<file path="src/design/dq_pkg.sv">
package dq_pkg;

    // Data and field widths
    localparam int DATA_W   = 32;
    localparam int OP_W     = 3;
    localparam int STATUS_W = 2;

    // Default number of queue entries
    localparam int DEPTH_DEFAULT = 16;

    // Request codes
    localparam logic [OP_W-1:0] OP_PUSH_BACK  = 3'd0;
    localparam logic [OP_W-1:0] OP_PUSH_FRONT = 3'd1;
    localparam logic [OP_W-1:0] OP_POP_FRONT  = 3'd2;
    localparam logic [OP_W-1:0] OP_POP_BACK   = 3'd3;
    localparam logic [OP_W-1:0] OP_READ_FRONT = 3'd4;
    localparam logic [OP_W-1:0] OP_READ_BACK  = 3'd5;

    // Result status codes
    localparam logic [STATUS_W-1:0] STAT_OK    = 2'd0;
    localparam logic [STATUS_W-1:0] STAT_EMPTY = 2'd1;
    localparam logic [STATUS_W-1:0] STAT_FULL  = 2'd2;

    // Value answered by a pop or read on an empty queue
    localparam logic signed [DATA_W-1:0] EMPTY_VALUE = -32'sd1;

endpackage

</file>
<file path="src/design/double_ended_queue.sv">
// Channel  | Handshake             | Payload
// ---------+-----------------------+-------------------------------
// request  | in_valid / in_stall   | op [2:0], value_in [31:0]
// result   | out_valid / out_stall | value_out [31:0], status [1:0]
//
// Pushes, empty pops/reads and unused codes: the result is registered at the
// transfer edge and shows on the following cycle. Pops and reads of a held
// entry go through the memory: the entry is read into a data register at
// the transfer edge; the read state then copies it into the output register.
// No new request is taken while the read state is in progress.
// Reset empties the queue at once; the entry memory is not cleared.
// A stalled result holds the output register; a new request is taken
// only when that register is free or being emptied in the same cycle.
module double_ended_queue #(
    parameter int DEPTH = dq_pkg::DEPTH_DEFAULT
) (
    input  logic                                clk,
    input  logic                                rst_n,
    input  logic                                in_valid,
    output logic                                in_stall,
    input  logic [dq_pkg::OP_W-1:0]             op,
    input  logic signed [dq_pkg::DATA_W-1:0]    value_in,
    output logic                                out_valid,
    input  logic                                out_stall,
    output logic signed [dq_pkg::DATA_W-1:0]    value_out,
    output logic [dq_pkg::STATUS_W-1:0]         status
);
    import dq_pkg::*;

    localparam int PTR_W = (DEPTH > 1) ? $clog2(DEPTH) : 1;
    localparam int CNT_W = $clog2(DEPTH + 1);
    localparam int SUM_W = CNT_W + 1;
    localparam logic [SUM_W-1:0] DEPTH_S = SUM_W'(DEPTH);
    localparam logic [PTR_W-1:0] LAST_SLOT = PTR_W'(DEPTH - 1);

    typedef enum logic [0:0] {
        ST_IDLE,
        ST_READ
    } state_t;

    state_t                  state_reg;
    logic [PTR_W-1:0]        head_reg;
    logic [CNT_W-1:0]        count_reg;
    logic                    out_valid_reg;
    logic signed [DATA_W-1:0] value_out_reg;
    logic [STATUS_W-1:0]     status_reg;

    logic [DATA_W-1:0]       mem [DEPTH];
    logic [DATA_W-1:0]       rd_data_reg;

    logic                    in_xfer;
    logic                    out_free;
    logic                    is_empty;
    logic                    is_full;
    logic [SUM_W-1:0]        tail_sum;
    logic [SUM_W-1:0]        back_sum;
    logic [PTR_W-1:0]        tail_slot;
    logic [PTR_W-1:0]        back_slot;
    logic [PTR_W-1:0]        head_inc;
    logic [PTR_W-1:0]        head_dec;

    logic                    mem_we;
    logic [PTR_W-1:0]        mem_waddr;
    logic                    mem_re;
    logic [PTR_W-1:0]        mem_raddr;

    // Handshake
    assign out_free  = !out_valid_reg || !out_stall;
    assign in_stall  = !((state_reg == ST_IDLE) && out_free);
    assign in_xfer   = in_valid && !in_stall;
    assign out_valid = out_valid_reg;
    assign value_out = value_out_reg;
    assign status    = status_reg;

    // Ring pointer arithmetic, sums stay below twice the depth
    assign is_empty  = (count_reg == '0);
    assign is_full   = (count_reg == CNT_W'(DEPTH));
    assign tail_sum  = SUM_W'(head_reg) + SUM_W'(count_reg);
    assign back_sum  = tail_sum - SUM_W'(1);
    assign tail_slot = (tail_sum >= DEPTH_S) ? PTR_W'(tail_sum - DEPTH_S) : PTR_W'(tail_sum);
    assign back_slot = (back_sum >= DEPTH_S) ? PTR_W'(back_sum - DEPTH_S) : PTR_W'(back_sum);
    assign head_inc  = (head_reg == LAST_SLOT) ? '0 : head_reg + PTR_W'(1);
    assign head_dec  = (head_reg == '0) ? LAST_SLOT : head_reg - PTR_W'(1);

    // Memory port control
    always_comb
    begin
        mem_we    = 1'b0;
        mem_waddr = tail_slot;
        mem_re    = 1'b0;
        mem_raddr = head_reg;
        if (in_xfer)
        begin
            unique case (op) inside
                OP_PUSH_BACK:
                begin
                    mem_we    = !is_full;
                    mem_waddr = tail_slot;
                end
                OP_PUSH_FRONT:
                begin
                    mem_we    = !is_full;
                    mem_waddr = head_dec;
                end
                OP_POP_FRONT, OP_READ_FRONT:
                begin
                    mem_re    = !is_empty;
                    mem_raddr = head_reg;
                end
                OP_POP_BACK, OP_READ_BACK:
                begin
                    mem_re    = !is_empty;
                    mem_raddr = back_slot;
                end
                default:
                begin
                    mem_we = 1'b0;
                    mem_re = 1'b0;
                end
            endcase
        end
    end

    // Entry memory, registered read
    always_ff @(posedge clk)
    begin
        if (mem_we)
        begin
            mem[mem_waddr] <= value_in;
        end
        if (mem_re)
        begin
            rd_data_reg <= mem[mem_raddr];
        end
    end

    // Sequencer, pointers and output register
    always_ff @(posedge clk or negedge rst_n)
    begin
        if (!rst_n)
        begin
            state_reg     <= ST_IDLE;
            head_reg      <= '0;
            count_reg     <= '0;
            out_valid_reg <= 1'b0;
            value_out_reg <= '0;
            status_reg    <= STAT_OK;
        end
        else
        begin
            unique case (state_reg)
                ST_IDLE:
                begin
                    if (in_xfer)
                    begin
                        unique case (op) inside
                            OP_PUSH_BACK, OP_PUSH_FRONT:
                            begin
                                out_valid_reg <= 1'b1;
                                value_out_reg <= '0;
                                if (is_full)
                                begin
                                    status_reg <= STAT_FULL;
                                end
                                else
                                begin
                                    status_reg <= STAT_OK;
                                    count_reg  <= count_reg + CNT_W'(1);
                                    if (op == OP_PUSH_FRONT)
                                    begin
                                        head_reg <= head_dec;
                                    end
                                end
                            end
                            OP_POP_FRONT, OP_POP_BACK, OP_READ_FRONT, OP_READ_BACK:
                            begin
                                if (is_empty)
                                begin
                                    out_valid_reg <= 1'b1;
                                    value_out_reg <= EMPTY_VALUE;
                                    status_reg    <= STAT_EMPTY;
                                end
                                else
                                begin
                                    // result follows from the memory read
                                    out_valid_reg <= 1'b0;
                                    state_reg     <= ST_READ;
                                    if (op == OP_POP_FRONT)
                                    begin
                                        head_reg  <= head_inc;
                                        count_reg <= count_reg - CNT_W'(1);
                                    end
                                    else if (op == OP_POP_BACK)
                                    begin
                                        count_reg <= count_reg - CNT_W'(1);
                                    end
                                end
                            end
                            default:
                            begin
                                // unused codes: no change, zero result
                                out_valid_reg <= 1'b1;
                                value_out_reg <= '0;
                                status_reg    <= STAT_OK;
                            end
                        endcase
                    end
                    else if (!out_stall)
                    begin
                        // result leaves with nothing new behind it
                        out_valid_reg <= 1'b0;
                    end
                end
                ST_READ:
                begin
                    // output register is free: it was freed at the transfer
                    out_valid_reg <= 1'b1;
                    value_out_reg <= rd_data_reg;
                    status_reg    <= STAT_OK;
                    state_reg     <= ST_IDLE;
                end
                default:
                begin
                    state_reg <= ST_IDLE;
                end
            endcase
        end
    end

    // Fill count never passes the depth
    a_count_range: assert property (@(posedge clk) disable iff (!rst_n)
        count_reg <= CNT_W'(DEPTH))
        else $error("fill count above depth");

    // A push on a full queue leaves the pointers alone
    a_full_drop: assert property (@(posedge clk) disable iff (!rst_n)
        (in_xfer && is_full && (op == OP_PUSH_BACK || op == OP_PUSH_FRONT))
        |=> ($stable(count_reg) && $stable(head_reg)))
        else $error("dropped push changed the queue");

    // A memory read always delivers its result on the next cycle
    a_read_result: assert property (@(posedge clk) disable iff (!rst_n)
        (state_reg == ST_READ) |=> (out_valid_reg && state_reg == ST_IDLE))
        else $error("read result not delivered");

    // A nonempty pop or read goes through the memory read
    a_read_issue: assert property (@(posedge clk) disable iff (!rst_n)
        (in_xfer && !is_empty && (op == OP_POP_FRONT || op == OP_POP_BACK ||
         op == OP_READ_FRONT || op == OP_READ_BACK)) |=> (state_reg == ST_READ))
        else $error("memory read not issued");

endmodule
</file>
<file path="config.mk">
export PLATFORM = sky130hd
export DESIGN_NAME = double_ended_queue
export DESIGN_NICKNAME = d
export VERILOG_FILES = /design/src/design/dq_pkg.sv /design/src/design/double_ended_queue.sv
export SDC_FILE = /design/constraint.sdc
export NUM_CORES = 1
export LEC_CHECK = 0
export ABC_AREA = 0
export BUFFER_PORTS_ARGS = -buffer_cell sky130_fd_sc_hd__buf_2
export CORE_AREA = 2 2 232 279
export DETAILED_ROUTE_END_ITERATION = 10
export DIE_AREA = 0 0 234 281
export PLACE_DENSITY_LB_ADDON = 0.08
export SETUP_SLACK_MARGIN = 0.02
export SKIP_CTS_REPAIR_TIMING = 1
export SLEW_MARGIN = 20
export SYNTH_ARGS = -nofsm -noshare
export SYNTH_HDL_FRONTEND = slang
export SYNTH_SLANG_ARGS = --single-unit
</file>
<file path="constraint.sdc">
create_clock -name clk -period 4 [get_ports clk]
set_clock_uncertainty 0.2 [all_clocks]
set_input_delay 0.4 -clock clk [delete_from_list [all_inputs] [get_ports clk]]
set_output_delay 0.4 -clock clk [all_outputs]
set_load 0.05 [all_outputs]
</file>
==> summary.txt, run 1 <==
Power
  – Maximum vdd drop: 0.945 mV
  – Power Dens Cells: 820 nW/µm²
  – Leak Pwr: 10.1 nW

CTS
  – Num CTS Buffers: 60
  – Reg clk slew, reported paths: 0.06 ns
  – Clock Tree Root: clkbuf_16
  – Clock Latency Late Sink: 0.63 ns
  – Max H-tree Level: 2
  – CTS sink cnt: 589
  – CTS tree: done
  – Worst-case clock buffer depth: 3

Worst setup path
  – WS Path Type: reg -> reg
  – WP data arrival: 3.93 ns
  – Max FO, Critical Path: 17
  – WP data required: 4.16 ns
  – CP Capture Type: flop
  – Crit start category: flop

Global route
  – Initial antenna violation count: 3
  – Grt total ovfl: 0
  – Overall Global Routing Usage: 23.4%
  – Largest net degree at the start of global routing: 67
  – Number of global-route vias before repair: 16,217
  – Wire length of the first global-routing pass: 112 mm

Logic synthesis
  – #FFs+latches synth: 589
  – Number of flops mapped to enable cells by yosys: 544
  – Seq/Total Area, Yosys: 69.9%
  – Post-synth cell types: 61
  – Yosys warning count: 0
  – Syn Inst Count: 1,863
  – Post-Syn Area per Cell: 13.4 µm²
  – Cell taking the most area after synthesis: edfxtp_1
  – Share of the synthesized area in the top cell type: 65.4%
  – Syn_nets: 1,916
  – Ys flop type: edfxtp_1
  – Ranking of synthesized cells by area: edfxtp_1 65%, dfrtp_1 4.5%, nand2_1 3.1%
  – Synth async-reset ratio: 7.64%
  – Mapped Area: 25,000 µm²

Layout
  – Layout cell share with drive strength beyond 1: 15.8%
  – Final #Nets: 2,035
  – Fill count: 5,642
  – Design Area, Final: 29,400 µm²
  – Area growth syn-to-layout: 17.5%
  – Non-Filler Instances: 2,857
  – Max FFs per register: 512

Routing
  – WL final: 76.6 mm
  – Antenna-violating nets left: 0
  – DR WL/cell: 26.8 µm
  – Drt pass-1 iters: 6
  – Via count: 16,740
  – # DRC: 0
  – DR vias/cell: 5.86
  – DRT iter0 DRCs: 1,340

Min path
  – Hold Path Class: in -> reg

Timing
  – Crit share post-route: 94.2%
  – Worst-margin pin slew: 0.885 ns
  – Fin crit period: 3.77 ns
  – Fmax: 265 MHz
  – Unrepaired setup endpoints after global routing: false
  – Max-slew violations: 0
  – Final hold viol count: 0
  – # setup viols final: 0
  – Hold_ws: 0.0635 ns
  – Post-route setup slack: 0.233 ns
  – Setup_tns: 0 ns
  – Slew headroom: 41.0%

Placed design
  – IO Port Bufs: 74
  – Placed cell area: 27,100 µm²
  – DP Wirelength: 47.7 mm
  – RD Place Congestion: 0.785
  – Placed cell count: 2,710
  – Place WS: 0.247 ns

Die
  – Area of the core: 63,100 µm²
  – Initial Utilization: 39.6%
  – Die Y: 281 µm
  – IO Pins: 75
  – Die area: 65,800 µm²
  – Chip Width: 234 µm
  – Num rows: 101

Run status
  – Status: finished clean

Flow run
  – Max-cap violations: 0
[final timing paths]
| path | endpoint | startpoint | slack (ns) | depth (start not counted) |
|---|---|---|---|---|
| worst max-delay path | rd_data_reg[16] | head_reg[0] | 0.23 | 11 |
| worst min-delay path | state_reg | in_valid | 0.06 | 3 |
| worst max register to register | rd_data_reg[16] | head_reg[0] | 0.23 | 11 |
| worst min register to register | value_out[30] | rd_data_reg[30] | 0.26 | 2 |
| max in group asynchronous | head_reg[2] | rst_n | 3.03 | 2 |
| min in group asynchronous | value_out[4] | rst_n | 0.13 | 2 |
[synth_stat cells (all sizes together), types with 45 or more instances]
library cell	instances
nor2	61
a221o	60
nor3	68
clkbuf	119
dfrtp	45
o211ai	63
a21oi	107
o21ai	135
nand2	208
edfxtp	544
a32oi	62
inv	78
[worst max-delay path: stages (launching register included)]
cell       delay [ns]
dfrtp_1          0.39
ha_1             0.23
fa_1             0.55
inv_1            0.06
ha_1             0.26
xor2_2           0.21
o21ai_4          0.68
buf_4            0.30
buf_4            0.18
a2111oi_0        0.07
a32oi_1          0.23
o22ai_1          0.11
[cells in the final DEF, fill, tap and decap left out, drive strengths merged, types with 2 or more instances in the layout]
cell type and instances:
edfxtp 544, nand2 208, buf 177, o21ai 135, a21oi 107, inv 80
clkbuf 76, nor3 68, o211ai 63, a32oi 62, nor2 61, a221o 60
dfrtp 45, dlygate4sd3 34, o22ai 33, a2bb2oi 32, o22a 31, a2111oi 31
a22o 30, and3 30, clkinv 28, ha 12, mux2i 10, xnor2 9
bufinv 6, xor2 6, mux2 5, nor4 5, a21boi 4, nand2b 3
a21o 3, or2 3, o41ai 3, a31oi 3, nor3b 3, or4 2
a41oi 2, a211o 2, o2bb2ai 2, fa 2
[report_power, final]
part           leakage (nW)  internal (mW)  total [mW]  switching (mW)
clock network         0.956           3.18        5.58            2.40
logic                  3.64           3.26        10.8            7.49
registers              5.45           7.41        7.74           0.327
total                  10.0           13.9        24.1            10.2
[cell families after synthesis]
group | count (synthesis) | share of synthesized area [%]
compound gates | 609 | 17.7
xor+xnor | 16 | 0.646
fa+ha+maj | 14 | 0.761
buf+inv | 232 | 3.66
flops | 589 | 69.9
mux | 15 | 0.626
simple gates | 388 | 6.76
[through the flow]
stage	util [%]	power [mW]
floorplan	-	14.0
global placement	42.9	18.4
detailed placement	43.0	18.5
CTS	46.0	24.1
global route	46.6	25.2
finish	46.6	24.1
[metal layers]
layer | GRT usage (%) | wire length, µm
met1 | 30.9 | 31900
met3 | 4.17 | 4500
met4 | 8.03 | 2450
met2 | 38.7 | 37700
met5 | 0 | 25
[area by class of cell]
class	count	area, µm²	area share [%]
clock buffer	76	1580	5.39
multi-input combinational	1042	6930	23.6
sequential	589	17500	59.5
tap	824	1030	3.51
clock inverter	36	353	1.20
inverter	78	293	0.997
antenna	1	2.50	0.00852
timing repair buffer	211	1710	5.83
Note: power is estimated with default switching activity, not from simulation.
==> run 2: changes to the inputs <==
- CELL_PAD_IN_SITES_DETAIL_PLACEMENT: unset -> 1
- CELL_PAD_IN_SITES_GLOBAL_PLACEMENT: unset -> 2
==> run 2 against run 1 <==
- the run now ends with negative hold slack left
- final cell count fell by 0.56%
- maximum frequency decreased by 1.2%
- global-route usage up 2.7 points
- non-clock buffer count down 16
- worst setup slack lost 0.047 ns
- core utilization about the same
- clock power fell by 0.9%
- final area about the same
- critical path type unchanged
- critical endpoint is now rd_data_reg[17]
- largest cell class unchanged
==> summary.txt, run 2 (synthesis gave the netlist of run 1 again) <==
Die
  – Chip Width: 234 µm (unchanged)
  – Initial Utilization: 39.6% (unchanged)
  – Area of the core: 63,100 µm² (unchanged)
  – IO Pins: 75 (unchanged)
  – Die area: 65,800 µm² (unchanged)
  – Die Y: 281 µm (unchanged)
  – Num rows: 101 (unchanged)

Worst setup path
  – Crit start category: flop (unchanged)
  – WP data arrival: 4.07 ns (was 3.93 ns)
  – Critical path's largest stage delay: 0.62 ns (was 0.68 ns)
  – CP Capture Type: flop (unchanged)
  – WS Path Type: reg -> reg (unchanged)
  – WP data required: 4.26 ns (was 4.16 ns)
  – Slowest stage cell, crit path: a2111oi_0 (was o21ai_4)
  – Max FO, Critical Path: 20 (was 17)
  – CP cell instances: ha_1, fa_1, inv_1, ha_1, inv_1, nand2_1, o21ai_4, buf_12, a2111oi_0, a32oi_1, o22ai_1 (was ha_1, fa_1, inv_1, ha_1, xor2_2, o21ai_4, buf_4, buf_4, a2111oi_0, a32oi_1, o22ai_1)

CTS
  – CTS tree: done (unchanged)
  – Max H-tree Level: 2 (unchanged)
  – Clock Tree Root: clkbuf_16 (unchanged)
  – CTS sink cnt: 589 (unchanged)
  – Worst-case clock buffer depth: 3 (unchanged)
  – Num CTS Buffers: 61 (was 60)
  – Reg clk slew, reported paths: 0.06 ns (about the same)
  – Clock Latency Late Sink: 0.63 ns (about the same)

Timing
  – Fmax: 262 MHz (was 265 MHz)
  – Fin crit period: 3.81 ns (was 3.77 ns)
  – # setup viols final: 0 (unchanged)
  – Hold_ws: -0.0131 ns (was 0.0635 ns)
  – Worst-margin pin slew: 1.04 ns (was 0.885 ns)
  – Max-slew violations: 0 (unchanged)
  – Final hold viol count: 16 (was 0)
  – Slew headroom: 30.7% (was 41.0%)
  – Crit share post-route: 95.4% (was 94.2%)
  – Unrepaired setup endpoints after global routing: true (was false)

Routing
  – Drt pass-1 iters: 5 (was 6)
  – DRT iter0 DRCs: 1,322 (was 1,340)
  – Top Layer Used: met4 (was met5)
  – WL final: 84.9 mm (was 76.6 mm)
  – DR WL/cell: 29.9 µm (was 26.8 µm)
  – Antenna-violating nets left: 0 (unchanged)
  – Met1 wire length: 36.4 mm (was 31.9 mm)
  – # DRC: 0 (unchanged)
  – Met2 wire length: 41.7 mm (was 37.7 mm)
  – DR vias/cell: 6.03 (was 5.86)
  – Via count: 17,125 (was 16,740)
  – Metal3 WL: 3.98 mm (was 4.50 mm)

Power
  – Clock power share: 22.5% (was 23.2%)
  – Switching share of power: 43.6% (was 42.4%)
  – Leak Pwr: 9.98 nW (was 10.1 nW)
  – Switch Pwr: 10.7 mW (was 10.2 mW)
  – Internal power: 13.9 mW (about the same)
  – Maximum vdd drop: 1.04 mV (was 0.945 mV)
  – Power Dens Cells: 840 nW/µm² (was 820 nW/µm²)
  – Combinational share of power: 46.1% (was 44.7%)
  – Sequential share of power: 31.5% (was 32.1%)

Placed design
  – Placed cell area: 27,100 µm² (about the same)
  – RD Place Congestion: 0.779 (was 0.785)
  – Placed cell count: 2,695 (was 2,710)
  – IO Port Bufs: 74 (unchanged)
  – DP Wirelength: 49.9 mm (was 47.7 mm)

Global route
  – Grt total ovfl: 0 (unchanged)
  – Largest net degree at the start of global routing: 67 (unchanged)
  – Wire length of the first global-routing pass: 124 mm (was 112 mm)
  – Number of global-route vias before repair: 17,715 (was 16,217)
  – Initial antenna violation count: 0 (was 3)
  – Overall Global Routing Usage: 26.1% (was 23.4%)

Layout
  – Final #Nets: 2,020 (was 2,035)
  – Layout cell share with drive strength beyond 1: 15.0% (was 15.8%)
  – Area growth syn-to-layout: 17.4% (was 17.5%)
  – Max FFs per register: 512 (unchanged)
  – Utilization after layout: 46.5% (was 46.6%)
  – Design Area, Final: 29,300 µm² (was 29,400 µm²)
  – Commonest cells after routing, fill and taps aside: 544 x edfxtp_1, 207 x nand2_1, 124 x o21ai_0 (was 544 x edfxtp_1, 208 x nand2_1, 124 x o21ai_0)
  – Non-Filler Instances: 2,841 (was 2,857)
  – Most common cell after layout, fill and taps aside: edfxtp_1 (unchanged)
  – Fill count: 6,305 (was 5,642)
  – # diodes: 0 (was 1)

Flow run
  – Max-cap violations: 0 (unchanged)

Run status
  – Status: finished with violations (was finished clean)
  – Failing checks: negative hold slack

Min path
  – Hold Path Class: in -> reg (unchanged)
run 2: cell types whose count changed in the layout (fill, tap and decap cells not counted), moves of 4 or more:
| cell | change |
|---|---|
| dlygate4sd3_1 | -4 |
| clkbuf_1 | +9 |
| buf_4 | -23 |
| buf_12 | +10 |
| clkinv_2 | -7 |
run 2: layout make-up:
| cell class | instances | area, µm² | share of cell area (%) |
|---|---|---|---|
| Sequential cell | 589 | 17500 | 59.5 |
| Clock buffer | 88 | 1670 | 5.69 |
| Clock inverter | 25 | 229 | 0.781 |
| Inverter | 78 | 293 | 0.998 |
| Timing Repair Buffer | 195 | 1710 | 5.83 |
| Multi-Input combinational cell | 1042 | 6940 | 23.7 |
| Tap cell | 824 | 1030 | 3.51 |
run 2: layer usage:
| metal | vias up | track usage [%] |
|---|---|---|
| met5 | - | 0 |
| met2 | 489 | 44.0 |
| li1 | 7486 | - |
| met4 | 0 | 8.23 |
| met1 | 9004 | 35.0 |
| met3 | 146 | 3.40 |
run 2: power groups by stage:
stage	clock network, mW	registers, mW	logic (mW)
6_report	5.53	7.75	11.3
4_1_cts	5.64	7.76	11.3
2_1_floorplan	0	8.34	5.63
5_1_grt	5.85	7.81	12.0
3_5_place_dp	0	7.89	11.2
3_3_place_gp	0	7.88	11.1
run 2: path summary, 6_finish.rpt:
kind / slack [ns] / cells after the start / endpoint / start
worst max-delay path: 0.19 / 11 / rd_data_reg[17] / count_reg[0]
worst min-delay path: -0.01 / 1 / mem[11][4] / value_in[4]
worst max register to register: 0.19 / 11 / rd_data_reg[17] / count_reg[0]
worst min register to register: 0.27 / 2 / value_out[30] / rd_data_reg[30]
max in group asynchronous: 3.03 / 2 / head_reg[2] / rst_n
min in group asynchronous: 0.13 / 2 / out_valid / rst_n
run 2: worst max-delay path, delay by kind of cell, from the launching register on:
family                   cells  cell delay, ns
flip-flops                   1            0.42
adder cells (fa/ha/maj)      3            1.11
AND/OR/NAND/NOR              1            0.22
buffers and inverters        3            0.44
AO/OA/AOI/OAI                4            1.23
run 2: per-stage QoR:
step	setup WS, ns	setup TNS [ns]	total power, mW
after floorplan	0.244	0	14.0
after global placement	0.108	0	19.0
after detailed placement	0.0535	0	19.1
after CTS	-0.00807	-0.00807	24.7
after global routing	0.0128	0	25.7
final	0.185	0	24.6
